$ cat config.mk
export PLATFORM = sky130hd
export DESIGN_NAME = rbsi_div
export DESIGN_NICKNAME = d
export VERILOG_FILES = /design/src/design/rbsi_div.sv
export SDC_FILE = /design/constraint.sdc
export NUM_CORES = 2
export LEC_CHECK = 0
export ABC_AREA = 1
export BUFFER_PORTS_ARGS = -buffer_cell sky130_fd_sc_hd__buf_2
export CAP_MARGIN = 30
export CORE_MARGIN = 8
export CORE_UTILIZATION = 45
export CTS_CLUSTER_SIZE = 40
export DETAILED_ROUTE_END_ITERATION = 12
export HOLD_SLACK_MARGIN = 0.1
export SETUP_SLACK_MARGIN = 0.15
export SYNTH_ARGS = -nofsm -noshare
export SYNTH_HDL_FRONTEND = slang
export SYNTH_SLANG_ARGS = --single-unit
$ cat constraint.sdc
create_clock -name clk_i -period 5.9 [get_ports clk_i]
set_input_delay 0.59 -clock clk_i [delete_from_list [all_inputs] [get_ports clk_i]]
set_output_delay 0.59 -clock clk_i [all_outputs]
set_load 0.02 [all_outputs]
$ cat src/design/rbsi_div.sv
`default_nettype none
module rbsi_div #(
  parameter int DW = 32,
  parameter int QW = 17,
  parameter int ND = 9
) (
  input  wire logic          clk_i,
  input  wire logic [ND-1:0] en_i,
  input  wire logic [DW-1:0] num_i,
  input  wire logic [DW-1:0] den_i,
  output logic      [QW-1:0] quo_o
);

  logic [DW:0]   rem_q [ND];
  logic [DW-1:0] den_q [ND];
  logic [QW-1:0] quo_q [ND];

  // Two restoring steps; the first step of all takes no shift
  function automatic logic [DW+QW:0] div_stage(logic [DW:0] r_in, logic [DW-1:0] d,
                                               logic [QW-1:0] q_in, int base);
    logic [DW:0]   r;
    logic [QW-1:0] q;
    r = r_in;
    q = q_in;
    for (int k = 0; k < 2; k++) begin
      if (base + k < QW) begin
        if (base + k != 0) begin
          r = {r[DW-1:0], 1'b0};
        end
        if (r >= {1'b0, d}) begin
          r = r - {1'b0, d};
          q = {q[QW-2:0], 1'b1};
        end else begin
          q = {q[QW-2:0], 1'b0};
        end
      end
    end
    return {r, q};
  endfunction

  for (genvar j = 0; j < ND; j++) begin : g_stage
    logic [DW:0]    r_in;
    logic [DW-1:0]  d_in;
    logic [QW-1:0]  q_in;
    logic [DW+QW:0] res;

    if (j == 0) begin : g_first
      assign r_in = {1'b0, num_i};
      assign d_in = den_i;
      assign q_in = '0;
    end else begin : g_next
      assign r_in = rem_q[j-1];
      assign d_in = den_q[j-1];
      assign q_in = quo_q[j-1];
    end

    assign res = div_stage(r_in, d_in, q_in, 2 * j);

    // Advance the partial remainder and quotient
    always_ff @(posedge clk_i) begin
      if (en_i[j]) begin
        rem_q[j] <= res[DW+QW:QW];
        den_q[j] <= d_in;
        quo_q[j] <= res[QW-1:0];
      end
    end
  end

  assign quo_o = quo_q[ND-1];

endmodule
`default_nettype wire

# Word level (Yosys, flattened, before mapping)

Memory sizes are Yosys's and may differ from the RTL's.
Index checks and enable logic that the tools add are counted.

$add $sub $neg: 17
$lt $le $gt $ge: 17
Muxes and demuxes: 52

Operator list:

| kind                           | number |
|---|---|
| >= comparator 33 x 32 -> 1 bit | 16 |
| 2-to-1 mux 33 bit              | 9 |
| subtractor 33 x 32 -> 33 bit   | 9 |
| 2-to-1 mux 32 bit              | 8 |
| subtractor 32 bit              | 8 |
| 2-to-1 mux 1 bit               | 35 |
| >= comparator 32 bit           | 1 |

Register bits after elaboration: 0
Bits in writable memories: 738
Input port bits: 74
Output and inout bits: 17
Memories: 3

Memory list:

| memory | depth | bits a word | rd ports | clocked after memory_dff | wr ports | RTL line | source |
|---|---|---|---|---|---|---|---|
| rem_q  | 9     | 33          | 8        | 0                        | 9        | 14       | `logic [DW:0] rem_q [ND];` |
| den_q  | 9     | 32          | 8        | 0                        | 9        | 15       | `logic [DW-1:0] den_q [ND];` |
| quo_q  | 9     | 17          | 9        | 0                        | 9        | 16       | `logic [QW-1:0] quo_q [ND];` |

# Logic depth before layout (Yosys ltp)

An unclocked memory read counts as a cell.

Word-level depth: 5
Mapped depth: 33

# Worst setup path before layout

Ideal clock, no wire load.

Path type: input to register
From: input num_i[0]
To: memory rem_q[0][28] (netlist bit) (data pin)
Setup time: 0.254 ns
Arrival time: 3.862 ns
Setup slack: 1.784 ns
Stages on the path: 29
Path buffers: 1
Path through: inv_1 > ha_1 > inv_1 > fa_1 > nand3_1 > nand2_1 > nand2_1 > nand2_2 > nand2_1 > nand3_1 > nand2_1 > nand2_4 > inv_2 > buf_2 > nand2_1 > o21ai_1 > ha_1 > a21oi_1 > nand2_1 > a21boi_0 > o21ai_0 > nand2_1 > nand2_1 > nand3_1 > nand2_1 > nand2_1 > nand2_1 > nand2_1 > nand2_1

RTL lines:

| element            | RTL line | source |
|---|---|---|
| start: declaration | 9        | `input wire logic [DW-1:0] num_i,` |
| end: declaration   | 14       |  |

==> summary.txt <==
Timing
  – Setup TNS: 0 ns
  – Clock skew: ~0.042 ns
  – Max-slew violations: 0
  – FMAX: approximately 180 MHz
  – Slew Limit Headroom: a little over a third
  – RSZ-0062 raised after global routing: no
  – Min cycle time layout: about 5.5 ns
  – Final Hold Viols: 0
  – Worst-margin pin slew: ~0.97 ns
  – Final Cycle Share: between 90% and 100%
  – Setup Viol. Count Final: 0

Drt
  – Total iterations of the first detailed-routing run: 7
  – WL final: around 240 mm
  – Starting DRC count in detailed routing: ~5.8k
  – Routed WL per cell: around 22 um
  – Via density: roughly 5.5
  – DRC Markers: 0
  – Post-route ant nets: 0
  – Via Count: around 59k

Worst hold path
  – Tightest Hold Check Type: primary input to flip-flop

GRT
  – Grt ovf: 0
  – Pin count of the biggest net entering global routing: 73
  – First-pass GRT wire length: between 300 and 400 mm
  – Vias in the first global route: 56.5k
  – GR Util All Layers: a little under a third
  – Initial antenna violation count: 14

Layout
  – Share of layout cells above drive strength 1: roughly 5.3%
  – Nets: roughly 9.6k
  – P&R area growth vs syn: 8.71%
  – Core Util, Final: about half
  – Final Instance Count excl. Fillers: between 10k and 15k

Place
  – RD Place Congestion: between 1 and 1.5
  – IO buf count: 90
  – Placed Instances: roughly 11k
  – HPWL Detailed: approximately 200 mm

Clock tree
  – Clock transition at the registers of the reported paths: around 0.060 ns
  – H-Tree Depth: 3
  – CTS max path bufs: 3
  – TritonCTS Buffers: between 70 and 80
  – Worst-Skew Late Latency: 0.69 ns
  – CTS Sinks: 601
  – CTS root buf: clkbuf_16
  – Setup Fix Bufs, Post-CTS: 0
  – CTS tree: done

Floorplan
  – I/O pin cnt: about 90
  – Core box area: between 100000 and 150000 um^2
  – Die Area: ~140000 um^2
  – Die W: around 380 um
  – Starting Density: about 45%
  – Row Count: between 100 and 150
  – Die height: roughly 380 um

Synth
  – Post-Syn Nets: between 9k and 10k
  – Synth top area share: slightly above 30%
  – Post-synth EDFFs: 601
  – Ys async rst share: 0%
  – Most frequent cell after synthesis: nand2_1
  – Post-synthesis sequential area ratio: 30.2%
  – Mapped Avg Cell Area: approximately 6.8 um^2
  – Post-synth top area cell: edfxtp_1
  – Yosys reg bits: roughly 600
  – Syn. warnings: 0
  – Yosys cell types: 53
  – Synth top area cells: edfxtp_1, nand2_1, ha_1
  – Synth Flop Type: edfxtp_1
  – Top cells by count, synth: nand2_1, inv_1, nand3_1
  – Gate Count Post-Synth: around 9k
  – Mapped Area: 59700 um^2

Setup path
  – R2R cell count: 26
  – CP Data Required Time: 6.41 ns
  – CP Capture Type: flip-flop
  – CP startpoint kind: flip-flop
  – Reg2reg end: rem_q[0][247]
  – Crit Path Max Fanout: 34
  – Critical Path AT: roughly 6 ns
  – Beginning of the critical path: den_q[0][220]
  – Crit Reg-Reg Startpoint: den_q[0][220]
  – Worst Setup EP: rem_q[0][247]
  – Setup CP Type: flip-flop to flip-flop
  – Worst R2R Setup Slack: about 0.43 ns

Run
  – Max cap viols: 0

Status
  – Status: finished clean
area by class of cell:
| type | count | area [um^2] |
|---|---|---|
| multi-input combinational | 6824 | 36100 |
| clock buffer | 94 | 1970 |
| fill | 13639 | 66700 |
| tap | 1755 | 2200 |
| sequential | 601 | 18000 |
| timing repair buffer | 191 | 1420 |
| inverter | 1267 | 4760 |
| antenna | 2 | 5.00 |
| clock inverter | 41 | 437 |
how the worst min path moves through the flow:
stage / start / endpoint / slack (ns) / cells past startpoint
after CTS: den_i[15] / den_q[0][15] / 0.11 / 1
after floorplan: quo_q[0][85] / quo_q[0][104] / 0.40 / 0
final: den_i[15] / den_q[0][15] / 0.16 / 1
after global placement: quo_q[0][37] / quo_q[0][56] / 0.40 / 0
after detailed placement: quo_q[0][91] / quo_q[0][110] / 0.40 / 0
after global routing: den_i[15] / den_q[0][15] / 0.11 / 1
worst max-delay path: stages (launching register included):
cell and delay, ns:
edfxtp_1 0.63, inv_1 0.21, ha_1 0.38, nand2_1 0.13
inv_1 0.13, nand4_1 0.20, nor2_1 0.06, nand3_1 0.08
nand2_1 0.06, nor2_2 0.23, nand2_4 0.21, inv_4 0.38
o21ai_1 0.18, ha_1 0.38, nand2_1 0.12, nor2_1 0.21
inv_1 0.07, nor3_1 0.13, nand2_1 0.08, nand2_1 0.20
nand4_1 0.11, nand2_1 0.15, nand2_1 0.16, nand3_2 0.11
buf_4 0.36, nand2_1 0.10, nand2_1 0.18
timing repair:
item,in CTS,in global routing
hold buffers,18,0
hold endpoints to repair,18,0
resized for setup,0,0
metrics by stage:
stage	instance area (um^2)	setup WS, ns	hold slack [ns]
finish	64900	0.434	0.165
global route	64900	0.159	0.109
CTS	64900	0.583	0.105
detailed placement	62300	0.618	0.405
global placement	62300	0.546	0.400
floorplan	59700	1.78	0.400
per-layer routing:
metal | global-route usage [%] | part of all wire [%] | wire, um | vias up
li1 | - | - | - | 29132
met1 | 41.4 | 43 | 101000 | 27436
met2 | 51.0 | 45 | 106000 | 2296
met3 | 4.41 | 7.1 | 16800 | 469
met4 | 14.5 | 5.6 | 13300 | 2
met5 | 0 | 0.0084 | 20 | -
registers in the layout, summed over array words and instances (netlist names):
register and cells:
den_q 256, rem_q 256, quo_q 89
cell families after synthesis:
| family | share of synthesized area, % |
|---|---|
| simple gates | 34.7 |
| xor+xnor | 4.44 |
| fa+ha+maj | 11.5 |
| compound gates | 9.72 |
| flops | 30.2 |
| buf+inv | 9.34 |
cell usage in the layout, fill, tap and decap left out, drive strengths merged:
cell and count:
a211oi 6, a21boi 16, a21o 59, a21oi 524, a221oi 4, a31o 1, a31oi 21, a41oi 1
and2 12, and3 4, buf 173, bufinv 7, clkbuf 94, clkinv 21, clkinvlp 5, diode 2
dlygate4sd3 18, edfxtp 601, fa 9, ha 536, inv 1275, nand2 3096, nand2b 1, nand3 738
nand3b 66, nand4 105, nor2 720, nor3 96, nor3b 1, nor4 34, o2111ai 5, o211ai 21
o21a 15, o21ai 297, o21bai 68, o221ai 4, or2 61, xnor2 117, xor2 186
Power is left out: the tool's default activity adds up to more than one toggle a clock period on the data nets, which glitch-free logic cannot reach.
