File: src/design/rbsi_pkg.sv
`default_nettype none
package rbsi_pkg;

  // Default geometry: signed Q16.16 coordinates
  localparam int COORD_WIDTH_DEF = 32;
  localparam int FRAC_BITS_DEF   = 16;

  // Axes of the box, one register each
  localparam int NUM_AXES = 3;

  // Register indexes on the configuration port
  localparam int REG_HALF_X = 0;
  localparam int REG_HALF_Y = 1;
  localparam int REG_HALF_Z = 2;

endpackage
`default_nettype wire

File: src/design/rbsi_cfg.sv
`default_nettype none
module rbsi_cfg #(
  parameter int REG_W     = 31,
  parameter int DATA_W    = 32,
  parameter int ADDR_W    = 4,
  parameter int RESET_VAL = 32768
) (
  input  wire logic              clk_i,
  input  wire logic              rst_ni,
  input  wire logic              psel,
  input  wire logic              penable,
  input  wire logic              pwrite,
  input  wire logic [ADDR_W-1:0] paddr,
  input  wire logic [DATA_W-1:0] pwdata,
  output logic      [DATA_W-1:0] prdata,
  output logic                   pready,
  output logic      [REG_W-1:0]  half_o [rbsi_pkg::NUM_AXES]
);

  localparam int ADDR_LSB = ADDR_W - 2;

  logic [REG_W-1:0] half_q [rbsi_pkg::NUM_AXES];
  logic [1:0]       idx;
  logic             wr;

  assign idx    = paddr[ADDR_W-1:ADDR_LSB];
  assign wr     = psel && penable && pwrite;
  assign pready = 1'b1;

  // Write one half extent; drop writes beyond the register list
  always_ff @(posedge clk_i or negedge rst_ni) begin
    if (!rst_ni) begin
      for (int a = 0; a < rbsi_pkg::NUM_AXES; a++) begin
        half_q[a] <= REG_W'(RESET_VAL);
      end
    end else if (wr && (int'(idx) < rbsi_pkg::NUM_AXES)) begin
      half_q[idx] <= pwdata[REG_W-1:0];
    end
  end

  // Read back the addressed register
  always_comb begin
    prdata = '0;
    if (int'(idx) == rbsi_pkg::REG_HALF_X) begin
      prdata = DATA_W'(half_q[rbsi_pkg::REG_HALF_X]);
    end else if (int'(idx) == rbsi_pkg::REG_HALF_Y) begin
      prdata = DATA_W'(half_q[rbsi_pkg::REG_HALF_Y]);
    end else if (int'(idx) == rbsi_pkg::REG_HALF_Z) begin
      prdata = DATA_W'(half_q[rbsi_pkg::REG_HALF_Z]);
    end
  end

  assign half_o = half_q;

endmodule
`default_nettype wire

File: config.mk
export PLATFORM = sky130hd
export DESIGN_NAME = rbsi_cfg
export DESIGN_NICKNAME = d
export VERILOG_FILES = /design/src/design/rbsi_pkg.sv /design/src/design/rbsi_cfg.sv
export SDC_FILE = /design/constraint.sdc
export NUM_CORES = 1
export LEC_CHECK = 0
export BUFFER_PORTS_ARGS = -buffer_cell sky130_fd_sc_hd__buf_2
export CELL_PAD_IN_SITES_DETAIL_PLACEMENT = 0
export CELL_PAD_IN_SITES_GLOBAL_PLACEMENT = 1
export CORE_MARGIN = 8
export CORE_UTILIZATION = 37
export DETAILED_ROUTE_END_ITERATION = 10
export PLACE_DENSITY_LB_ADDON = 0.25
export SYNTH_ARGS = -nofsm -noshare
export SYNTH_HDL_FRONTEND = slang
export SYNTH_SLANG_ARGS = --single-unit
File: constraint.sdc
create_clock -name clk_i -period 0.9 [get_ports clk_i]
set_input_delay 0.045 -clock clk_i [delete_from_list [all_inputs] [get_ports clk_i]]
set_output_delay 0.045 -clock clk_i [all_outputs]
set_load 0.02 [all_outputs]
### Word level (Yosys, flattened, before mapping)

Cells that the tools add are included.

| storage, ports and cells | value |
|---|---|
| word-level logic and storage cells | 20 |
| register bits | 93 |

| cells by class | value |
|---|---|
| $lt $le $gt $ge | 3 |
| equal/unequal tests | 2 |
| bitwise operators | 1 |
| reductions and logical operators | 5 |
| muxes and demuxes | 6 |

Operator list:

| kind | number |
|---|---|
| $mux W31 | 4 |
| $bwmux W93 | 1 |
| $demux W31 S2 | 1 |
| $eq A2 B2 Y1 const B | 2 |
| $logic_and A1 B1 Y1 | 4 |
| $ge A3 B3 Y1 const B | 1 |
| $lt A3 B1 Y1 const B | 1 |
| $not A2 Y3 | 1 |
| $logic_not A2 Y1 | 1 |
| $lt A2 B2 Y1 const B | 1 |

### Depth between registers and ports, before layout

| logic depth | value |
|---|---|
| depth in word-level cells | 6 |
| depth in mapped cells | 5 |

### Least setup slack after synthesis

Ideal clock, no wire load.

| timing path | value |
|---|---|
| path kind | input to register |
| start | in paddr[2] |
| end | reg half_q (netlist bit half_o[31]) |
| path slack | -0.341 ns |
| library setup time | 0.125 ns |
| arrival time | 1.116 ns |
| cell stages on the path | 5 |
| data required time | 0.775 ns |
| path through | buf_2 > or3b_1 > buf_2 > buf_6 > mux2_4 |

| on the way | value |
|---|---|
| word-level cells in the longest chain between the ends | 6 |
| elaborated cells between the ends (all ways) | 9 |

RTL lines:

| element | line | text |
|---|---|---|
| from (decl) | rbsi_cfg.sv:13 | `input wire logic [ADDR_W-1:0] paddr,` |
| $not A2 Y3 (implied by the code) | rbsi_cfg.sv:37 | `half_q[idx] <= pwdata[REG_W-1:0];` |
| $ge A3 B3 Y1 (implied by the code) or $lt A3 B1 Y1 (tied branches) | rbsi_cfg.sv:37 |  |
| $logic_and A1 B1 Y1 (implied by the code) | rbsi_cfg.sv:37 |  |
| $mux W31 (implied by the code) | rbsi_cfg.sv:37 |  |
| $demux W31 S2 | rbsi_cfg.sv:37 |  |
| $bwmux W93 | rbsi_cfg.sv:37 |  |
| to (signal, indexed assignment) | rbsi_cfg.sv:34 | `half_q[a] <= REG_W'(RESET_VAL);` |
| to (signal, indexed assignment) | rbsi_cfg.sv:37 |  |
| to (decl) | rbsi_cfg.sv:22 | `logic [REG_W-1:0] half_q [rbsi_pkg::NUM_AXES];` |

Several ways; a longest one is shown, not always the timed one.
A chain may end at the register's enable or synchronous reset.

### Worst setup path after layout

| timing path | value |
|---|---|
| start | reg half_q (netlist bit half_o[46]) |
| end | out prdata[15] |

| on the way | value |
|---|---|
| word-level cells in the longest chain between the ends | 2 |

RTL lines:

| element | line | text |
|---|---|---|
| $mux W31 | rbsi_cfg.sv:46 | `end else if (int'(idx) == rbsi_pkg::REG_HALF_Y) begin` |
| $mux W31 | rbsi_cfg.sv:44 | `if (int'(idx) == rbsi_pkg::REG_HALF_X) begin` |
| to (decl) | rbsi_cfg.sv:15 | `output logic [DATA_W-1:0] prdata,` |

No other way between the ends.

==> impl_metrics.ini <==
[layout]
final_area_um2 = 8491
fillCellCount = 732
diodes = 0
final_layout_size_suffix_gt1_frac = 0.7027
largest_reg_flops = 93
syn2layout_area_growth_pct = 100.1
nets = 655

[clocking]
clockBufferDepth = 2
htreeDepth = 3
cts_tree = built
cts_buffers = 9
worstSkewPairLatency_ns = 0.33
path_clk_slew_ns = 0.07
clock_sink_count = 93
cts-root-buf = clkbuf_16

[worst_setup_path]
cp.required_ns = 0.85
r2r_cells = 4
r2r_start = half_o[46]
startpoint_type = register
crit_fanout = 2
crit_type = reg -> out
arrival_ns = 1.24
crit_path_end_kind = primary output
reg2reg_slack_ns = -0.14
cp-startpoint = half_o[46]
r2r_end = half_o[46]

[global_route]
grt_pass1_wl_um = 24920
grt_max_degree = 42
grt.overflow.total = 0
antenna_found_initial = 0
grt_usage = 0.2151
grt_pass1_vias = 4243

[synth]
async_flop_share = 1.000
synthDistinctLibCells = 18
ys_warn_count = 0
ys_ff_latch = 93
synth.area.top_cells = dfrtp_1, mux2_2, mux2_4
yosys.area.top_type_share = 0.5307
ys.flop_type = dfrtp_1
syn-instance-count = 308
synth.avg_cell_area_um2 = 13.78
synth-edff-count = 0
seq_area_frac_synth = 0.5492
synth_top_cell_by_area = dfrtp_1
netlist_area_um2 = 4244
syn-num-nets = 349

[power_and_ir_drop]
clkPwrFrac = 0.231
swShare = 0.3154
pwr_density_cell_nw_per_um2 = 2367
comb_power_share = 0.464
p_total_mw = 20.10
ir_drop_mv = 1.531
seqPwrFrac = 0.304
cellLeakagePower_nw = 4.204
switchingPower_mw = 6.338
p_int_mw = 13.76

[timing]
fin_tns_setup_ns = -30.63
fin_ws_ns = -0.3854
rsz0062_at_grt = true
finalHoldViolCount = 0
finalSetupViolCount = 217
timing.hold.ws_ns = 0.1151
fin_crit_ns = 1.285
slew_viol_final = 0
finClkSkew_ns = 0
fmax_mhz = 778.0
fin_crit_sh = 1.428

[floorplanning]
dieArea_um2 = 15150
coreArea_um2 = 11320
row_count = 39
die_w_um = 123.1
initial_core_util = 0.3749
ioPinCount = 167
die_y_um = 123.1

[outcome]
violations = setup timing
outcome = finished, violations left

[placed_design]
hpwl_um = 8719
gp_congestion = 0.7064
place_area_um2 = 5520
io_buffers = 161

[min_path]
hp-class = in -> async

[route]
drt.antenna.violating_nets = 0
routed_wl_um = 16340
avgViaCountPerCell = 4.913
wl_per_cell_um = 21.44
drc = 0
drtIter0Drc = 179
drt_pre_antenna_iters = 4
vias = 3744

[job]
maxCapViolCount = 0
==> critical path, cell delays in order, from the launching register on <==
cell	delay (ns)
dfstp_2	0.54
mux2i_1	0.08
o21ai_2	0.15
buf_6	0.14
==> layer usage <==
metal | vias up | track usage | part of all wire
met1 | 1900 | 0.2709 | 0.42
met3 | 24 | 0.04932 | 0.059
met5 | - | 0 | 0
met2 | 123 | 0.3666 | 0.50
met4 | 0 | 0.05342 | 0.018
li1 | 1697 | - | -
==> layout by cell type, fill, tap and decap left out, types with 2 or more instances in the layout <==
master,synthesis,final
dfstp_2,3,3
bufinv_16,0,4
dfrtp_1,90,90
buf_12,0,12
mux2i_1,31,30
mux2_4,30,92
nand2_2,0,3
conb_1,2,2
buf_16,0,6
buf_8,0,6
clkbuf_16,0,10
clkbuf_1,6,2
buf_6,3,195
buf_4,2,29
buf_2,11,36
dlygate4sd3_1,0,32
o21ai_2,0,31
nand2_1,31,28
==> per-stage QoR <==
stage          utilization  cells  setup WS, ns
2_1_floorplan            -    308       -0.2775
4_1_cts             0.7242    740       -0.3714
5_1_grt             0.7500    762       -0.4387
3_3_place_gp        0.4876    615       -0.4473
6_report            0.7500    762       -0.3854
3_5_place_dp        0.4876    615       -0.4526
==> cell families after synthesis <==
| family | share of synthesized area |
|---|---|
| AOI/OAI and AO/OA | 0.03656 |
| buffers and inverters | 0.02977 |
| DFF | 0.5492 |
| muxes | 0.3464 |
| other | 0.001770 |
| and+or+nand+nor | 0.03626 |
==> what timing repair did <==
action                     in CTS  in global routing
hold endpoints to repair      181                  0
hold buffers                   32                  0
resized for setup             380                 59
setup endpoints to repair     216                217
setup buffers                  68                 50
pin swaps                      18                  3
cloned                          9                  1
==> power groups by stage <==
stage          logic [mW]  clock network (mW)  registers [mW]
2_1_floorplan        2.08                   0            7.13
3_3_place_gp         5.20                   0            6.02
3_5_place_dp         5.26                   0            6.05
4_1_cts              8.71                4.70            6.06
5_1_grt              9.85                4.89            6.22
6_report             9.33                4.65            6.11
==> worst max-delay path by stage <==
stage,cells past startpoint,endpoint,slack [ns]
final,3,prdata[15],-0.39
after global routing,3,prdata[15],-0.44
after CTS,3,prdata[15],-0.37
after detailed placement,5,half_o[50],-0.45
after global placement,5,half_o[58],-0.45
after floorplan,5,half_o[31],-0.28
==> synth_stat cells (2+ instances only) <==
cell type and number:
dfrtp_1 90, mux2_2 61, mux2i_1 31, nand2_1 31, o21ai_0 31, mux2_4 30
buf_2 11, clkbuf_1 6, buf_6 3, dfstp_2 3, buf_4 2, conb_1 2
mux2_1 2
==> layout make-up <==
| class | count | area (µm²) | area share |
|---|---|---|---|
| clock buffers | 12 | 246.5 | 0.02903 |
| clock inverters | 4 | 120.1 | 0.01415 |
| multi-input cells | 193 | 2180 | 0.2567 |
| flip-flops and latches | 93 | 2331 | 0.2745 |
| well taps | 143 | 178.9 | 0.02107 |
| repair buffers | 317 | 3435 | 0.4045 |
Note: power is estimated with default switching activity, not from simulation.
