[config.mk]
export PLATFORM = sky130hd
export DESIGN_NAME = rbsi_lerp
export DESIGN_NICKNAME = d
export VERILOG_FILES = /design/src/design/rbsi_pkg.sv /design/src/design/rbsi_lerp.sv
export SDC_FILE = /design/constraint.sdc
export NUM_CORES = 2
export LEC_CHECK = 0
export ABC_AREA = 1
export BUFFER_PORTS_ARGS = -buffer_cell sky130_fd_sc_hd__buf_4
export CAP_MARGIN = 20
export CORE_ASPECT_RATIO = 1.25
export CORE_MARGIN = 10
export CORE_UTILIZATION = 43
export DETAILED_ROUTE_END_ITERATION = 10
export HOLD_SLACK_MARGIN = 0.03
export SETUP_SLACK_MARGIN = 0.3
export SLEW_MARGIN = 20
export SYNTH_ARGS = -nofsm -noshare
export SYNTH_HDL_FRONTEND = slang
export SYNTH_SLANG_ARGS = --single-unit
[constraint.sdc]
create_clock -name clk_i -period 10.6 [get_ports clk_i]
set_input_delay 0.53 -clock clk_i [delete_from_list [all_inputs] [get_ports clk_i]]
set_output_delay 0.53 -clock clk_i [all_outputs]
set_load 0.005 [all_outputs]
[src/design/rbsi_pkg.sv]
`default_nettype none
package rbsi_pkg;

  // Default geometry: signed Q16.16 coordinates
  localparam int COORD_WIDTH_DEF = 32;
  localparam int FRAC_BITS_DEF   = 16;

  // Axes of the box, one register each
  localparam int NUM_AXES = 3;

  // Register indexes on the configuration port
  localparam int REG_HALF_X = 0;
  localparam int REG_HALF_Y = 1;
  localparam int REG_HALF_Z = 2;

endpackage
`default_nettype wire

[src/design/rbsi_lerp.sv]
`default_nettype none
module rbsi_lerp #(
  parameter int CW        = 32,
  parameter int FRAC_BITS = 16
) (
  input  wire logic                    clk_i,
  input  wire logic [2:0]              en_i,
  input  wire logic                    miss_i,
  input  wire logic [FRAC_BITS:0]      ent_i   [rbsi_pkg::NUM_AXES],
  input  wire logic [FRAC_BITS:0]      ext_i   [rbsi_pkg::NUM_AXES],
  input  wire logic [CW-1:0]           start_i [rbsi_pkg::NUM_AXES],
  input  wire logic [CW-1:0]           absd_i  [rbsi_pkg::NUM_AXES],
  input  wire logic [rbsi_pkg::NUM_AXES-1:0] neg_i,
  output logic                         hit_o,
  output logic      [FRAC_BITS:0]      frac_o,
  output logic      [CW-1:0]           point_o [rbsi_pkg::NUM_AXES]
);

  localparam int QW = FRAC_BITS + 1;
  localparam int PW = CW + QW;
  localparam int NA = rbsi_pkg::NUM_AXES;

  logic [QW-1:0] fst, fet;

  logic          hit0_q, hit1_q, hit2_q;
  logic [QW-1:0] t0_q, t1_q, t2_q;
  logic [CW-1:0] s0_q [NA];
  logic [CW-1:0] s1_q [NA];
  logic [CW-1:0] d0_q [NA];
  logic [PW-1:0] p1_q [NA];
  logic [CW-1:0] pt2_q [NA];
  logic [NA-1:0] n0_q, n1_q;

  // Keep the latest entry and the earliest exit
  always_comb begin
    fst = ent_i[0];
    fet = ext_i[0];
    for (int a = 1; a < NA; a++) begin
      if (ent_i[a] > fst) fst = ent_i[a];
      if (ext_i[a] < fet) fet = ext_i[a];
    end
  end

  always_ff @(posedge clk_i) begin
    if (en_i[0]) begin
      hit0_q <= !miss_i && !(fet < fst);
      t0_q   <= fst;
      s0_q   <= start_i;
      d0_q   <= absd_i;
      n0_q   <= neg_i;
    end
  end

  // Scale each axis span by t
  always_ff @(posedge clk_i) begin
    if (en_i[1]) begin
      hit1_q <= hit0_q;
      t1_q   <= t0_q;
      s1_q   <= s0_q;
      n1_q   <= n0_q;
      for (int a = 0; a < NA; a++) begin
        p1_q[a] <= PW'(d0_q[a]) * PW'(t0_q);
      end
    end
  end

  // Step from the start point; zero everything on a miss
  always_ff @(posedge clk_i) begin
    if (en_i[2]) begin
      hit2_q <= hit1_q;
      t2_q   <= hit1_q ? t1_q : '0;
      for (int a = 0; a < NA; a++) begin
        if (!hit1_q) begin
          pt2_q[a] <= '0;
        end else if (n1_q[a]) begin
          pt2_q[a] <= s1_q[a] - p1_q[a][FRAC_BITS +: CW];
        end else begin
          pt2_q[a] <= s1_q[a] + p1_q[a][FRAC_BITS +: CW];
        end
      end
    end
  end

  assign hit_o   = hit2_q;
  assign frac_o  = t2_q;
  assign point_o = pt2_q;

endmodule
`default_nettype wire

# [After elaboration in Yosys (flattened, before gate mapping)]
# Memory sizes are Yosys's and may differ from the RTL's.
# Index checks and enable logic that the tools add are counted.
[classes] add_sub_neg=6 mul=3 magnitude_cmp=5 mux=9 n_reduce_logical=3
[op_table] op="32-bit by 17-bit multiplier with 49-bit output" count=3
[op_table] op="32-bit adder" count=3
[op_table] op="32-bit two-way mux" count=3
[op_table] op="32-bit subtractor" count=3
[op_table] op="17-bit two-way mux" count=4
[op_table] op="17-bit < comparator" count=3
[op_table] op="17-bit > comparator" count=2
[op_table] op="1-bit logical NOT" count=2
[op_table] op="1-bit two-way mux" count=2
[op_table] op="1-bit logical AND" count=1
[totals] reg_bits=444 ramBits=147 output_inout_bits=114 memories=1
[mem_list] memory="p1_q" words=3 word_bits=49 read_ports=3 rd_clocked_by_memory_dff=0 wr=3 line_no="rbsi_lerp.sv:30" source="logic [PW-1:0] p1_q [NA];"

# [Logic depth before layout (Yosys ltp)]
[depth] depth_word=7 depth_mapped=32 depth_no_buf=30

# [Worst setup path after synthesis]
# OpenSTA, ideal clock, no wires.
[synth_timing] path_kind="register to register" startpoint="register t0_q[2]" endpoint="memory p1_q[0][44] (netlist bit), data pin" setup_ps=252 arrival_time_ps=5771 slack_ps=4577 path_stages_with_launch=29 n_path_buf=3 cell_sequence="edfxtp_1 clkbuf_1 clkbuf_1 buf_1 nand2_1 fa_1 inv_1 fa_1 inv_1 fa_1 inv_1 fa_1 inv_1 fa_1 inv_1 fa_1 ha_1 a21oi_1 inv_1 a31oi_1 nand2_1 nand3_1 nand4_2 nand2_1 nand2_2 a21oi_1 inv_1 nand2_1 nand2_1"
[synth_lines] item="from (decl)" line_no="rbsi_lerp.sv:26" source="logic [QW-1:0] t0_q, t1_q, t2_q;"
[synth_lines] item="from (signal assigned)" line_no="rbsi_lerp.sv:47" source="t0_q <= fst;"
[synth_lines] item="to (decl)" line_no="rbsi_lerp.sv:30"

==> results.sh <==
export IMPL_setup_slack_placement_ns=3.59
export IMPL_finalMaxSlewViolations=0
export IMPL_synth_seq_cells=540
export IMPL_timing_worst_setup_path_type="reg2reg"
export IMPL_required_time_worst_endpoint_ns=11.10
export IMPL_layout_cell_area_non_filler_um2=87700
export IMPL_layout_cells_most_common="sky130_fd_sc_hd__inv_1"
export IMPL_critical_path_cell_list="buf_4, buf_4, nand2_1, fa_1, fa_1, inv_1, fa_1, inv_1, fa_1, fa_1, inv_1, fa_1, ha_1, nand2_1, nor2_1, inv_1, nor4_1, a21oi_1, o21bai_1, xor2_1"
export IMPL_synth_cells=9212
export IMPL_status="complete, no violations"
export IMPL_synthToLayoutAreaGrowth_pct=11.6
export IMPL_grt_first_pass_wirelength_mm=372
export IMPL_die_h_um=498
export IMPL_yosys_area_top_type="sky130_fd_sc_hd__fa_1"
export IMPL_clock_tree_root_cell="sky130_fd_sc_hd__clkbuf_16"
export IMPL_die_area_um2=200000
export IMPL_buffer_ports_inserted=415
export IMPL_postCtsResizedCells=0
export IMPL_crit_path_end_kind="register"
export IMPL_finalNetCount=11700
export IMPL_cts_inserted_buffers=68
export IMPL_synth_net_count=11384
export IMPL_slowest_delay_ns=0.74
export IMPL_drc_errors=0
export IMPL_critical_path_n_buffers_inverters=6
export IMPL_place_congestion=0.945
export IMPL_critical_path_max_fanout=55
export IMPL_design_core_area_um2=182000
export IMPL_worst_setup_hold_path_clk_slew_ns=0.06
export IMPL_cp_data_arrival_time_ns=7.56
export IMPL_drt_wirelength_per_cell_um=19.5
export IMPL_cts_tree="done"
export IMPL_cp_start_kind="register"
export IMPL_layout_cells_most_common_list="sky130_fd_sc_hd__inv_1 (2,276), sky130_fd_sc_hd__nand2_1 (2,274), sky130_fd_sc_hd__fa_1 (1,341), sky130_fd_sc_hd__edfxtp_1 (540), sky130_fd_sc_hd__ha_1 (529)"
export IMPL_detail_route_iter0_violations=3656
export IMPL_grt_setup_unrepaired="no"
export IMPL_drive_gt1_share_pct=6.84
export IMPL_synth_top_cell_area_share_pct=34.2
export IMPL_die_width_um=402
export IMPL_initial_antenna_violation_count=7
export IMPL_cp_slowest_cell="sky130_fd_sc_hd__buf_4"
export IMPL_setup_viol=0
export IMPL_worst_slack_ns=3.54
export IMPL_cap_viol_max_count=0
export IMPL_clkSinkCount=540
export IMPL_min_period_ns=7.06
export IMPL_final_worst_clock_skew_ns=0.0436
export IMPL_worstHoldPathType="in2reg"
export IMPL_place_detailed_instances=11667
export IMPL_post_dp_hpwl_mm=179
export IMPL_count_of_unique_library_cells_instantiated_by_yosys=56
export IMPL_post_drt_via_cell_ratio=5.09
export IMPL_synth_area_um2=78600
export IMPL_dr_total_vias=60994
export IMPL_yosysWarningCount=0
export IMPL_clock_tree_htree_level_count=3
export IMPL_achievable_frequency_ghz=0.142
export IMPL_period_share_pct=66.6
export IMPL_clk_latency_ns=0.70
export IMPL_postRouteWirelength_mm=233
export IMPL_grt_ovfl_total=0
export IMPL_path_common_cell="sky130_fd_sc_hd__fa_1"
export IMPL_actual_transition_at_the_worst_max_transition_pin_ns=1.13
export IMPL_grt_start_max_net_pins=98
export IMPL_drtAntennaViolNets=0
export IMPL_report_final_hold_viol_count=0
export IMPL_ys_flop_type="sky130_fd_sc_hd__edfxtp_1"
export IMPL_initial_core_util_pct=43.2
export IMPL_synth_yosys_seq_area_share_pct=20.6
export IMPL_grt_total_usage_pct=23.5
export IMPL_clockBufferDepth=3
export IMPL_crit_family="adder cells"
export IMPL_design_portCount=416
export IMPL_fin_cells=11979
export IMPL_drt_pre_antenna_iters=6
export IMPL_synth_async_sr_flop_share_pct=0
export IMPL_synth_edf_count=540
export IMPL_slew_headroom_pct=24.9
export IMPL_synth_area_leaders="sky130_fd_sc_hd__fa_1 (34%), sky130_fd_sc_hd__edfxtp_1 (21%), sky130_fd_sc_hd__inv_1 (11%)"
export IMPL_vias_in_the_first_global_route=66686
export IMPL_setup_tns_final_ns=0
export IMPL_fill_cells=17522
export IMPL_rows=175
export IMPL_placed_standard_cell_area_um2=83600
export IMPL_synth_area_per_cell_um2=8.53
-- Yosys cell counts, drive strengths merged, types with 4 or more instances --
cell type / count
o21ai: 281
xnor2: 71
and3: 6
nor2: 467
o211ai: 10
a21o: 29
edfxtp: 540
nand3: 112
o221ai: 7
ha: 529
a221oi: 5
a21boi: 17
buf: 63
nand4: 31
o21a: 42
nor4: 21
nor3b: 4
fa: 1341
a211oi: 6
xor2: 129
o31ai: 5
clkbuf: 343
o21bai: 21
or2: 4
a31oi: 76
inv: 2281
nor3: 57
a21oi: 409
nand2: 2286
-- cell families (layout without fill, tap and decap cells) --
logic type	Yosys count	after routing	share of synthesized area (%)
AND/OR/NAND/NOR	2995	2995	15.0
buffers and inverters	2688	3060	12.9
adder cells (fa/ha/maj)	1870	1870	42.6
AO/OA/AOI/OAI	919	919	6.66
flip-flops	540	540	20.6
XOR/XNOR	200	200	2.23
other	0	6	0
-- metal layers --
metal  global-route usage, %  part of all wire [%]
met5                       0                     0
met3                    3.73                   6.5
met1                    29.6                    41
met4                    8.13                   3.5
met2                    40.6                    49
-- layout make-up --
cell class	instances	area, um^2	area share [%]
clock inverter	49	480	0.548
antenna	6	15.0	0.0171
sequential	540	16200	18.5
clock buffer	77	1760	2.00
timing repair buffer	652	5430	6.19
multi-input combinational	5984	52300	59.6
inverter	2282	8570	9.77
tap	2389	2990	3.41
-- worst register-to-register path, stage by stage (launching register included) --
cell and delay [ns]:
sky130_fd_sc_hd__edfxtp_1 0.32, sky130_fd_sc_hd__buf_4 0.52, sky130_fd_sc_hd__buf_4 0.78, sky130_fd_sc_hd__nand2_1 0.18, sky130_fd_sc_hd__fa_1 0.54, sky130_fd_sc_hd__fa_1 0.54, sky130_fd_sc_hd__inv_1 0.05, sky130_fd_sc_hd__fa_1 0.47
sky130_fd_sc_hd__inv_1 0.05, sky130_fd_sc_hd__fa_1 0.45, sky130_fd_sc_hd__fa_1 0.50, sky130_fd_sc_hd__inv_1 0.05, sky130_fd_sc_hd__fa_1 0.43, sky130_fd_sc_hd__ha_1 0.38, sky130_fd_sc_hd__nand2_1 0.09, sky130_fd_sc_hd__nor2_1 0.14
sky130_fd_sc_hd__inv_1 0.09, sky130_fd_sc_hd__nor4_1 0.63, sky130_fd_sc_hd__a21oi_1 0.25, sky130_fd_sc_hd__o21bai_1 0.22, sky130_fd_sc_hd__xor2_1 0.22
-- worst paths after layout --
kind,slack [ns],start,cells after the start,endpoint
setup / recovery,3.54,t0_q[11]$_DFFE_PP_,20,p1_q[0][33]$_DFFE_PP_
hold / removal,0.08,absd_i[75],1,d0_q[75]$_DFFE_PP_
setup reg to reg,3.54,t0_q[11]$_DFFE_PP_,20,p1_q[0][33]$_DFFE_PP_
hold reg to reg,0.40,s0_q[29]$_DFFE_PP_,0,s1_q[29]$_DFFE_PP_
-- registers in the layout, indices dropped and copies added (netlist names) --
| signal | count |
|---|---|
| n1_q | 3 |
| hit_o | 1 |
| n0_q | 3 |
| t0_q | 17 |
| hit1_q | 1 |
| t1_q | 17 |
| frac_o | 17 |
| s0_q | 96 |
| s1_q | 96 |
| d0_q | 96 |
| hit0_q | 1 |
| p1_q | 96 |
| point_o | 96 |
-- stage by stage --
stage / utilization [%] / hold WS, ns
floorplan: - / 0.400
global placement: 46.0 / 0.401
detailed placement: 46.0 / 0.405
CTS: 48.2 / 0.0309
global route: 48.3 / 0.0597
finish: 48.3 / 0.0824
-- timing repair --
item,CTS,global route
buffers inserted,0,0
endpoints found under the setup margin,0,0
hold buffers,180,0
endpoints found under the hold margin,180,0
Power is not shown: default switching activity piles up to over one toggle a cycle in this logic, so the estimate is an artifact.
