$ cat src/design/rbsi_slab.sv
`default_nettype none
module rbsi_slab #(
  parameter int CW = 32
) (
  input  wire logic                 clk_i,
  input  wire logic                 en_i,
  input  wire logic signed [CW-1:0] start_i,
  input  wire logic signed [CW-1:0] end_i,
  input  wire logic        [CW-2:0] half_i,
  output logic                      miss_o,
  output logic             [CW-1:0] ent_num_o,
  output logic             [CW-1:0] ent_den_o,
  output logic             [CW-1:0] ext_num_o,
  output logic             [CW-1:0] ext_den_o,
  output logic             [CW-1:0] start_o,
  output logic             [CW-1:0] absd_o,
  output logic                      neg_o
);

  localparam int XW = CW + 2;

  logic signed [XW-1:0] s, e, h, nh, dm;
  logic signed [XW-1:0] en_num, en_den, ex_num, ex_den;
  logic                 lt, miss;

  logic          miss_q, neg_q;
  logic [CW-1:0] en_num_q, en_den_q, ex_num_q, ex_den_q, s_q, absd_q;

  // Classify the slab and set up entry and exit quotients
  always_comb begin
    s  = XW'(start_i);
    e  = XW'(end_i);
    h  = $signed({2'b00, half_i, 1'b0}) >>> 1;
    nh = -h;
    lt = s < e;
    dm = lt ? (e - s) : (s - e);
    en_num = '0;
    en_den = XW'(1);
    ex_num = XW'(1);
    ex_den = XW'(1);
    if (lt) begin
      miss = (s > h) || (e < nh);
      if (s < nh) begin
        en_num = nh - s;
        en_den = dm;
      end
      if (e > h) begin
        ex_num = h - s;
        ex_den = dm;
      end
    end else begin
      miss = (e > h) || (s < nh);
      if (s > h) begin
        en_num = s - h;
        en_den = dm;
      end
      if (e < nh) begin
        ex_num = s + h;
        ex_den = dm;
      end
    end
  end

  always_ff @(posedge clk_i) begin
    if (en_i) begin
      miss_q   <= miss;
      en_num_q <= en_num[CW-1:0];
      en_den_q <= en_den[CW-1:0];
      ex_num_q <= ex_num[CW-1:0];
      ex_den_q <= ex_den[CW-1:0];
      s_q      <= start_i;
      absd_q   <= dm[CW-1:0];
      neg_q    <= s > e;
    end
  end

  assign miss_o    = miss_q;
  assign ent_num_o = en_num_q;
  assign ent_den_o = en_den_q;
  assign ext_num_o = ex_num_q;
  assign ext_den_o = ex_den_q;
  assign start_o   = s_q;
  assign absd_o    = absd_q;
  assign neg_o     = neg_q;

endmodule
`default_nettype wire

$ cat config.mk
export PLATFORM = sky130hd
export DESIGN_NAME = rbsi_slab
export DESIGN_NICKNAME = d
export VERILOG_FILES = /design/src/design/rbsi_slab.sv
export SDC_FILE = /design/constraint.sdc
export NUM_CORES = 1
export LEC_CHECK = 0
export ABC_AREA = 1
export ABC_CLOCK_PERIOD_IN_PS = 4200
export BUFFER_PORTS_ARGS = -buffer_cell sky130_fd_sc_hd__buf_4
export CAP_MARGIN = 10
export CORE_MARGIN = 2
export CORE_UTILIZATION = 35
export DETAILED_ROUTE_END_ITERATION = 8
export GPL_TIMING_DRIVEN = 0
export PLACE_DENSITY = 0.57
export REMOVE_ABC_BUFFERS = 1
export SYNTH_ARGS = -nofsm -noshare
export SYNTH_HDL_FRONTEND = slang
export SYNTH_SLANG_ARGS = --single-unit
$ cat constraint.sdc
create_clock -name clk_i -period 4.2 [get_ports clk_i]
set_input_delay 0.84 -clock clk_i [delete_from_list [all_inputs] [get_ports clk_i]]
set_output_delay 0.84 -clock clk_i [all_outputs]
set_load 0.005 [all_outputs]
Word level (Yosys, flattened, before mapping). Index checks and enable logic that the tools add are counted.

Reductions and logical operators: 2. Add/subtract/negate cells: 7. Multiplexer cells: 14. Magnitude comparators: 6.

Operators with widths (number): 32-bit 2-to-1 mux (13); 32-bit subtractor (5); 32-bit > comparator (3); 32-bit by 34-bit < comparator with 1-bit output (2); 31-bit negator with 34-bit output (1); 32-bit adder (1); 32-bit < comparator (1); 1-bit logical OR (2); 1-bit 2-to-1 mux (1).

Bits of input ports: 97. Word-level logic and storage cells: 37. Register bits after elaboration: 194. Output and inout bits: 194.

Logic depth before layout (Yosys ltp). Gate-level depths: netlist of the first run.

Depth in word-level cells: 4. Depth in mapped cells: 28.

Least setup slack after synthesis of the first run. No wires, ideal clock.

Path kind: in2reg. From: in half_i[2]. To: reg ex_num_q[27], in the netlist ext_num_o[27], data pin. Stages: 22. Setup time: 257 ps. Arrival time: 3900 ps. Buffers on the path: 2. Slack: 44 ps. Path through: nor3_2 > nand2_1 > nor2_2 > nand2_2 > nor2_2 > nand4_1 > or2_1 > buf_2 > nor3_4 > nand4_1 > nand2_1 > inv_1 > ha_1 > a21oi_1 > o21ai_0 > nand3_1 > a21oi_1 > a211oi_1 > nand3_4 > buf_6 > nand4_1 > nand2_1.

Longest elaborated chain between the ends: 4. Elaborated cells between the ends (all ways): 8.

Ends and longest elaborated chain: start, declared (line 9) `input wire logic [CW-2:0] half_i,`; 31-bit negator with 34-bit output (line 34) `nh = -h;`; 32-bit by 34-bit < comparator with 1-bit output (line 57) `if (e < nh) begin`; 32-bit 2-to-1 mux (line 57); 32-bit 2-to-1 mux * (line 41) `if (lt) begin`; named net ex_num[27] (line 23) `logic signed [XW-1:0] en_num, en_den, ex_num, ex_den;`; end signal, assigned (line 69) `ex_num_q <= ex_num[CW-1:0];`; end, declared (line 27) `logic [CW-1:0] en_num_q, en_den_q, ex_num_q, ex_den_q, s_q, absd_q;`.

Mark *: on every way through the listed nets, which the timed path passes. The rest lies on a longest branch. A chain may end at the register's enable or synchronous reset.

Worst setup path after layout of the first run.
From: in half_i[25]. To: reg ex_num_q[24], in the netlist ext_num_o[24], data pin.

The elaborated chain is that of the path after synthesis.

==> results, run 1 <==
- For this run, the leading register cell type out of synthesis is sky130_fd_sc_hd__edfxtp_1.
- Of the cells placed in the final design, the portion with a size suffix greater than 1 is 18.3%.
- The cell sitting at the root of the clock tree is a sky130_fd_sc_hd__clkbuf_16.
- In this run the core area contains 91 standard-cell rows.
- The count of final hold-check violations is 0.
- The total internal power is 4.71 mW.
- The combined area of all synthesized cells is 21800 sq um.
- Pin placement for this block handled 291 I/O pins.
- Power spread over the standard cell area amounts to 303 nW/um^2.
- Across all setup checks in the final design, the least slack found is 0.0897 ns.
- The initial antenna violation count is 8.
- Dividing the final minimum period by the clock period gives 97.9%.
- Clock-pin slew was measured on the worst setup and hold paths at 0.09 ns.
- The flow ran to the end, and the final reports show no timing, DRC or antenna violations.
- The number of hold buffers added after CTS was 0.
- The final cell count without fillers is 4096.
- The first global-routing pass estimated 138000 microns of wire.
- The number of nets at the end of the flow is 3623.
- The worst hold path belongs to the class in -> reg.
- The finished cells cover 26700 sq um.
- The remaining antenna violation count after routing is 0.
- The congestion estimate from routability-driven global placement came to 0.975.
- Counting distinct cell types in the post-synthesis netlist gives 51.
- For this configuration, the core starts out at a cell density of 35.4%.
- The detail-routed net length per standard cell is 24.2 microns.
- The highest attainable clock frequency is 243 MHz.
- The transition at the pin with the smallest max-transition slack is 0.958 ns.
- After technology mapping, the gate count stands at 2965.
- Counting flops with a built-in enable in the synthesized netlist gives 194.
- For this design the static power due to leakage is 12.3 nW.
- CTS built an H-tree with a depth of 4.
- The hold slack is 0.561 ns.
- Data on the critical path is required at its endpoint by 4.56 ns.
- The ratio of routed vias to standard cells is 5.46.
- Measured along the x axis, the die boundary spans 254 microns.
- The clock network fraction of total power is 21.6%.
- The max-capacitance violation count is 0.
- The longest clock path from root to sink contains 2 buffers.
- The slowest stage of the critical path belongs to the cell sky130_fd_sc_hd__nor4_1.
- From bottom edge to top edge, the die measures 254 microns.
- The largest fanout on the critical path is 33.
- Combinational logic is responsible for 46.4% of the overall power.
- IR analysis of the VDD net gives a maximum drop of 0.000367 V.
- The final count of pins violating max slew is 0.
- For this run, design rule violations remaining after detail routing come to 0.
- The post-placement cell count is 3991.
- The endpoint kind of the worst setup timing path is a register.
- The total die area is 64400 sq um.
- The synthesized design contains 194 register bits.
- The placed wire-length estimate after detailed placement is 74600 microns.
- The number of global-route vias before repair is 21447.
- The detailed router finished its first iteration with 1871 violations.
- The arrival time at the worst endpoint is 4.47 ns.
- The CTS tree is done.
- The first detailed-routing pass ran for 6 iterations.
- The critical path is of the in -> reg type.
- The sort of element at the start of the critical path is a primary input.
- After global routing the overflow that remains totals 0.
- The power dissipated by switching net loads is 3.37 mW.
- The number of setup violations in the final report is 0.
- Measured against its own limit, the worst slew margin works out to 35.5%.
- The sequential group share of total power is 32.0%.
- Before CTS, the worst setup slack after placement is -2.14 ns.
- On the worst path, the slowest cell contributes a delay of 0.59 ns.
- The clock period could shrink to 4.11 ns.
- The post-synthesis average cell area is 7.36 sq um.
- The net switching share of the total power is 41.7%.
- Sequential elements use 26.7% of the synthesized area.
- The pin count of the biggest net entering global routing is 104.
- The critical path goes through buf_4 -> inv_1 -> ha_1 -> inv_1 -> nor4_1 -> inv_1 -> nor4_1 -> nand2_1 -> nand2_1 -> nand3_1 -> inv_4 -> o211ai_1 -> nand2_1.
- The post-detailed-routing wire length is 99100 microns.
- The layout overhead on the synthesized area is 22.2%.
- The number of filler cells placed in the layout is 6518.
- The area inside the core boundary is 61700 sq um.
- CTS saw 194 sinks.
- Counting flops with an async set or reset pin after synthesis yields a share of 0%.
- Buffers placed on the I/O ports in this run total 290.
- The number of clock buffers added by TritonCTS is 17.
- The placement-stage cell area is 24400 sq um.
- The combined global-route utilization of all metal layers is 29.7%.
- The final route contains 22347 vias.
- The final total negative setup slack is 0 ns.
- Yosys printed 0 warnings.
- Setup repair after global routing could not meet its margin everywhere.
cell type report:
cell class	instances	area, sq um	area share (%)
sequential	194	5830	21.8
multi-input combinational	2312	14900	55.7
clock inverter	13	163	0.610
tap	837	1050	3.93
clock buffer	19	433	1.62
inverter	371	1420	5.33
timing repair buffer	342	2920	10.9
antenna	8	20.0	0.0750
metal layers:
| layer | wire [microns] | part of all wire (%) | GRT usage (%) |
|---|---|---|---|
| met2 | 45900 | 46 | 49.2 |
| met5 | 13 | 0.013 | 0 |
| met1 | 41500 | 42 | 38.1 |
| met3 | 6400 | 6.5 | 4.18 |
| met4 | 5200 | 5.2 | 14.3 |
logic make-up (layout without fill, tap and decap cells):
logic type	count (synthesis)	after routing	synth area share (%)
flops	194	194	26.7
buf+inv	475	745	9.58
xor+xnor	143	143	5.74
simple gates	1196	1212	24.0
fa+ha+maj	288	288	16.7
other cells	0	8	0
compound gates	669	669	17.3
repair_timing:
item,4_1_cts,5_1_grt
endpoints found under the hold margin,0,0
endpoints found under the setup margin,158,129
gates cloned,13,9
gates resized for setup,82,113
setup buffers,28,16
pin swaps,23,39
through the flow:
stage | utilization [%] | total power [mW]
floorplan | - | 4.49
global placement | 39.5 | 5.97
detailed placement | 39.6 | 5.99
CTS | 42.0 | 7.94
global route | 43.2 | 8.50
finish | 43.2 | 8.08
worst max-delay path, delay by kind of cell:
kind            cells  cell delay [ns]
fa+ha+maj           1             0.34
compound gates      1             0.15
simple gates        6             2.05
buf+inv             5             1.01
sequential cells by signal, indices dropped and copies added, names as in the netlist:
name / flops
absd_o: 32
ent_den_o: 32
ent_num_o: 32
ext_den_o: 32
ext_num_o: 32
miss_o: 1
neg_o: 1
start_o: 32
power by group through the flow:
stage	Clock [mW]	Sequential [mW]	Combinational [mW]
2_1_floorplan	0	2.66	1.83
3_3_place_gp	0	2.64	3.33
3_5_place_dp	0	2.63	3.36
4_1_cts	1.78	2.59	3.56
5_1_grt	1.84	2.62	4.04
6_report	1.75	2.59	3.75
cell usage in the layout, fill, tap and decap left out, types with 10 or more instances in the layout:
master / count
sky130_fd_sc_hd__nand2_1: 571
sky130_fd_sc_hd__inv_1: 357
sky130_fd_sc_hd__buf_4: 314
sky130_fd_sc_hd__a21oi_1: 277
sky130_fd_sc_hd__ha_1: 256
sky130_fd_sc_hd__nor2_1: 244
sky130_fd_sc_hd__edfxtp_1: 194
sky130_fd_sc_hd__o21ai_0: 159
sky130_fd_sc_hd__nand3_1: 129
sky130_fd_sc_hd__xor2_1: 109
sky130_fd_sc_hd__nand4_1: 82
sky130_fd_sc_hd__nand2_2: 47
sky130_fd_sc_hd__o21ai_1: 46
sky130_fd_sc_hd__a21o_1: 30
sky130_fd_sc_hd__xnor2_1: 30
sky130_fd_sc_hd__nor3_1: 28
sky130_fd_sc_hd__o21a_1: 21
sky130_fd_sc_hd__a21boi_1: 21
sky130_fd_sc_hd__clkbuf_16: 20
sky130_fd_sc_hd__ha_2: 19
sky130_fd_sc_hd__nor2_2: 18
sky130_fd_sc_hd__o211ai_1: 18
sky130_fd_sc_hd__or2_2: 17
sky130_fd_sc_hd__o21bai_1: 17
sky130_fd_sc_hd__buf_12: 17
sky130_fd_sc_hd__a31oi_1: 15
sky130_fd_sc_hd__nand2_8: 12
sky130_fd_sc_hd__nand2_4: 11
sky130_fd_sc_hd__o21ai_2: 11
sky130_fd_sc_hd__nand3_4: 10
sky130_fd_sc_hd__nor2_4: 10
sky130_fd_sc_hd__a21oi_2: 10
sky130_fd_sc_hd__a21boi_2: 10
final timing paths:
| kind | startpoint | end | slack (ns) | cells after the start |
|---|---|---|---|---|
| hold / removal | start_i[0] | start_o[0] | 0.56 | 1 |
| setup / recovery | half_i[25] | ext_num_o[24] | 0.09 | 13 |
cells in the mapped netlist (31+ instances only):
cell | number | area [sq um]
sky130_fd_sc_hd__xor2_1 | 113 | 990
sky130_fd_sc_hd__o21ai_1 | 48 | 240
sky130_fd_sc_hd__a21oi_1 | 284 | 1420
sky130_fd_sc_hd__a21boi_1 | 31 | 233
sky130_fd_sc_hd__o21ai_0 | 169 | 846
sky130_fd_sc_hd__inv_1 | 366 | 1370
sky130_fd_sc_hd__nand2_2 | 35 | 219
sky130_fd_sc_hd__nand3_1 | 133 | 666
sky130_fd_sc_hd__nor2_1 | 252 | 946
sky130_fd_sc_hd__nor3_1 | 34 | 170
sky130_fd_sc_hd__buf_2 | 59 | 295
sky130_fd_sc_hd__nand2_1 | 591 | 2220
sky130_fd_sc_hd__ha_1 | 282 | 3530
sky130_fd_sc_hd__nand4_1 | 82 | 513
sky130_fd_sc_hd__edfxtp_1 | 194 | 5830
Note: power is estimated with default switching activity, not from simulation.
==> inputs of run 2 (changes only) <==
--- a/config.mk
+++ b/config.mk
@@ -13,7 +13,7 @@
 export CORE_UTILIZATION = 35
 export DETAILED_ROUTE_END_ITERATION = 8
 export GPL_TIMING_DRIVEN = 0
-export PLACE_DENSITY = 0.57
+export PLACE_DENSITY = 0.54
 export REMOVE_ABC_BUFFERS = 1
 export SYNTH_ARGS = -nofsm -noshare
 export SYNTH_HDL_FRONTEND = slang
==> run 2 against run 1 <==
  * Setup slack got worse by 0.083 ns
  * Final cell count barely moved
  * First-iteration DRC count down 3.0%
  * Utilization increased by 0.27 points
  * Critical path depth up 12
  * Sequential share of layout area shrank 0.13 points
  * Worst hold slack got worse by 0.0028 ns
  * Die area is the same
  * Highest routed layer is now met4
==> results, run 2 (synthesis gave the netlist of run 1 again) <==
- The pin count of the biggest net entering global routing is 102.
- Row generation in the floorplan step produced 91 rows.
- For this block, the initial DRC count from the detailed router was 1814.
- The internal power of the cells totals 4.71 mW.
- The quantity of hold-fixing buffers added after cts is 0.
- Clock tree synthesis found a total of 194 sinks.
- The number of clock buffers inserted by TritonCTS is 17.
- The floorplan step set the die width to 254 microns.
- The clock tree root driver cell is sky130_fd_sc_hd__clkbuf_16.
- After clock tree synthesis, the clock-pin slew on the worst setup and hold paths is 0.09 ns.
- The utilization after layout is 43.5%.
- In the layout the commonest cells are 572 x sky130_fd_sc_hd__nand2_1, 359 x sky130_fd_sc_hd__inv_1, 320 x sky130_fd_sc_hd__buf_4, 277 x sky130_fd_sc_hd__a21oi_1, 274 x sky130_fd_sc_hd__ha_1.
- The die is 254 microns tall.
- The placement-stage cell area is 24500 sq um.
- The region available for standard cell placement spans 61700 sq um.
- STA puts the critical path data arrival time at 4.47 ns.
- The worst setup path is captured at a register.
- The most common cell after layout, fill and taps aside is sky130_fd_sc_hd__nand2_1.
- For this run, design rule violations remaining after detail routing come to 0.
- The final layout contains routed wiring with a total length of 106000 microns.
- The maximum root-to-sink buffer count is 2.
- Summed over all nets, the half-perimeter wirelength after detailed placement is 80000 microns.
- The finished layout cell area is 26800 sq um.
- STA classifies the critical path startpoint as a primary input.
- Of the total power, the share spent switching nets is 43.4%.
- Across all hold checks on the routed design, the worst slack comes to 0.558 ns.
- After global routing the overflow that remains totals 0.
- The type of the worst min-delay path is in -> reg.
- The total power of the final layout is 8.32 mW.
- Setup repair after global routing could not meet its margin everywhere.
- The count of final hold-check violations came to 0.
- The combinational share of power is 46.5%.
- In the final layout, the multi-input gates occupy 14900 sq um.
- Timing would allow up to 238 MHz.
- The worst slew margin relative to its limit is 34.5%.
- Following the worst setup path forward leads to its endpoint at ext_num_o[29].
- Dividing the detail-routed wire length by the instance count gives 26.0 microns.
- The sequential group share of total power is 31.1%.
- TritonCTS built the clock tree.
- The die covers 64400 sq um.
- Once detail routing completed, the nets flagged for antenna violations numbered 0.
- The final count of pins violating max slew is 0.
- In this run the worst setup path begins at half_i[2].
- The number of nets at the end of the flow is 3630.
- The first-pass GRT wire length is 146000 microns.
- The time the final worst path needs with I/O delays and setup is 4.19 ns.
- Global routing used 31.6% of the available tracks across all layers.
- The transition at the pin with the smallest max-transition slack is 0.971 ns.
- The layout overhead on the synthesized area is 22.9%.
- The classification of the worst setup path is in -> reg.
- In the finished design, the share of the clock period the worst path needs comes to 99.8%.
- The initial utilization of the core area, before any placement, comes to 35.4%.
- The sequential cell area in the final layout is 5830 sq um.
- The number of filler cells placed in the layout is 6406.
- The first TritonRoute pass finished after 6 iterations.
- The final cell count without fillers is 4098.
- In the final layout, the share of cells above drive strength 1 is 18.2%.
- The post-placement cell count is 3991.
- The clock network fraction of total power is 22.4%.
- Setup violations remaining at the end of the flow were counted as 0.
- Of all nets on the critical path, the largest fanout is 7.
- After detailed routing, the number of vias per cell comes to 5.55.
- Max-cap violations in this run came to 0.
- The initial antenna violation count came to 3.
- The flow ran to the end, and the final reports show no timing, DRC or antenna violations.
- The total via count after detailed routing is 22737.
- In this run the power density over the cells is 310 nW/um^2.
- Summed over all nets, the switching power comes to 3.61 mW.
- Buffers placed on the I/O ports in this run total 290.
- The number of global-route vias before repair is 22281.
- The H-tree was split into 4 levels.
- Routability-driven placement finished with a final weighted congestion of 1.00.
- The worst-case IR drop observed on VDD is 0.000357 V.
- At the worst endpoint, the required time is 4.48 ns.
- During I/O placement, the number of pins put on the boundary was 291.
- The static leakage is 12.4 nW.
==> run 2: cell count changes in the layout (fill, tap and decap cells not counted), sizes merged, moves of 2 or more <==
cell and delta:
buf +6, clkinvlp +3, diode -5, inv +2, nand2 -2
==> run 2: timing repair <==
action,in CTS,in global routing
pin swaps,18,44
buffers inserted,21,31
gates resized for setup,92,112
cloned,13,8
setup endpoints to repair,159,129
hold endpoints to repair,0,0
==> run 2: worst max-delay path: stages <==
cell and delay (ns):
sky130_fd_sc_hd__buf_12 0.11, sky130_fd_sc_hd__nor3_4 0.18, sky130_fd_sc_hd__nand2_2 0.14, sky130_fd_sc_hd__nor2_4 0.18
sky130_fd_sc_hd__nand2_4 0.08, sky130_fd_sc_hd__nor2_4 0.15, sky130_fd_sc_hd__nand4_1 0.14, sky130_fd_sc_hd__or2_4 0.34
sky130_fd_sc_hd__nor3_4 0.23, sky130_fd_sc_hd__nand3_1 0.10, sky130_fd_sc_hd__nand2_1 0.10, sky130_fd_sc_hd__nand2_2 0.10
sky130_fd_sc_hd__inv_4 0.09, sky130_fd_sc_hd__ha_4 0.20, sky130_fd_sc_hd__a21oi_2 0.14, sky130_fd_sc_hd__o21ai_2 0.09
sky130_fd_sc_hd__nand3_2 0.09, sky130_fd_sc_hd__a21oi_2 0.07, sky130_fd_sc_hd__a211oi_4 0.23, sky130_fd_sc_hd__buf_12 0.18
sky130_fd_sc_hd__buf_12 0.11, sky130_fd_sc_hd__nand3_4 0.14, sky130_fd_sc_hd__clkbuf_16 0.27, sky130_fd_sc_hd__nand4_1 0.09
sky130_fd_sc_hd__nand2_1 0.07
==> run 2: final cells by class <==
class                      instances  share of cell area (%)
clock inverter                    15                   0.844
antenna                            3                  0.0280
clock buffer                      17                    1.58
tap                              837                    3.90
timing repair inverter             1                  0.0326
sequential                       194                    21.7
inverter                         371                    5.35
multi-input combinational       2311                    55.5
timing repair buffer             349                    11.1
==> run 2: how the worst min path moves through the flow <==
stage                     cells after the start  slack [ns]       start          to
after global placement                        1        1.09  start_i[0]  start_o[0]
after detailed placement                      1        1.09  start_i[0]  start_o[0]
after global routing                          1        0.54  start_i[0]  start_o[0]
final                                         1        0.56  start_i[0]  start_o[0]
after floorplan                               0        0.94  start_i[0]  start_o[0]
after CTS                                     1        0.53  start_i[0]  start_o[0]
==> run 2: through the flow <==
stage | setup WS, ns | TNS [ns]
5_1_grt | -0.147 | -6.12
2_1_floorplan | -0.352 | -30.28
3_5_place_dp | -2.30 | -249.46
6_report | 0.00668 | 0
3_3_place_gp | -4.09 | -359.68
4_1_cts | 0.000651 | 0
==> run 2: power groups by stage <==
stage               logic (mW)  clock network [mW]  registers, mW
finish                    3.87                1.86           2.59
floorplan                 1.83                   0           2.66
global route              4.16                1.96           2.62
detailed placement        3.44                   0           2.63
global placement          3.41                   0           2.64
CTS                       3.61                1.91           2.60
==> run 2: per-layer routing <==
| layer | track usage (%) | share of wire, % |
|---|---|---|
| met1 | 39.5 | 41 |
| met2 | 52.9 | 47 |
| met3 | 3.74 | 5.5 |
| met4 | 17.6 | 6.0 |
| met5 | 0 | 0 |
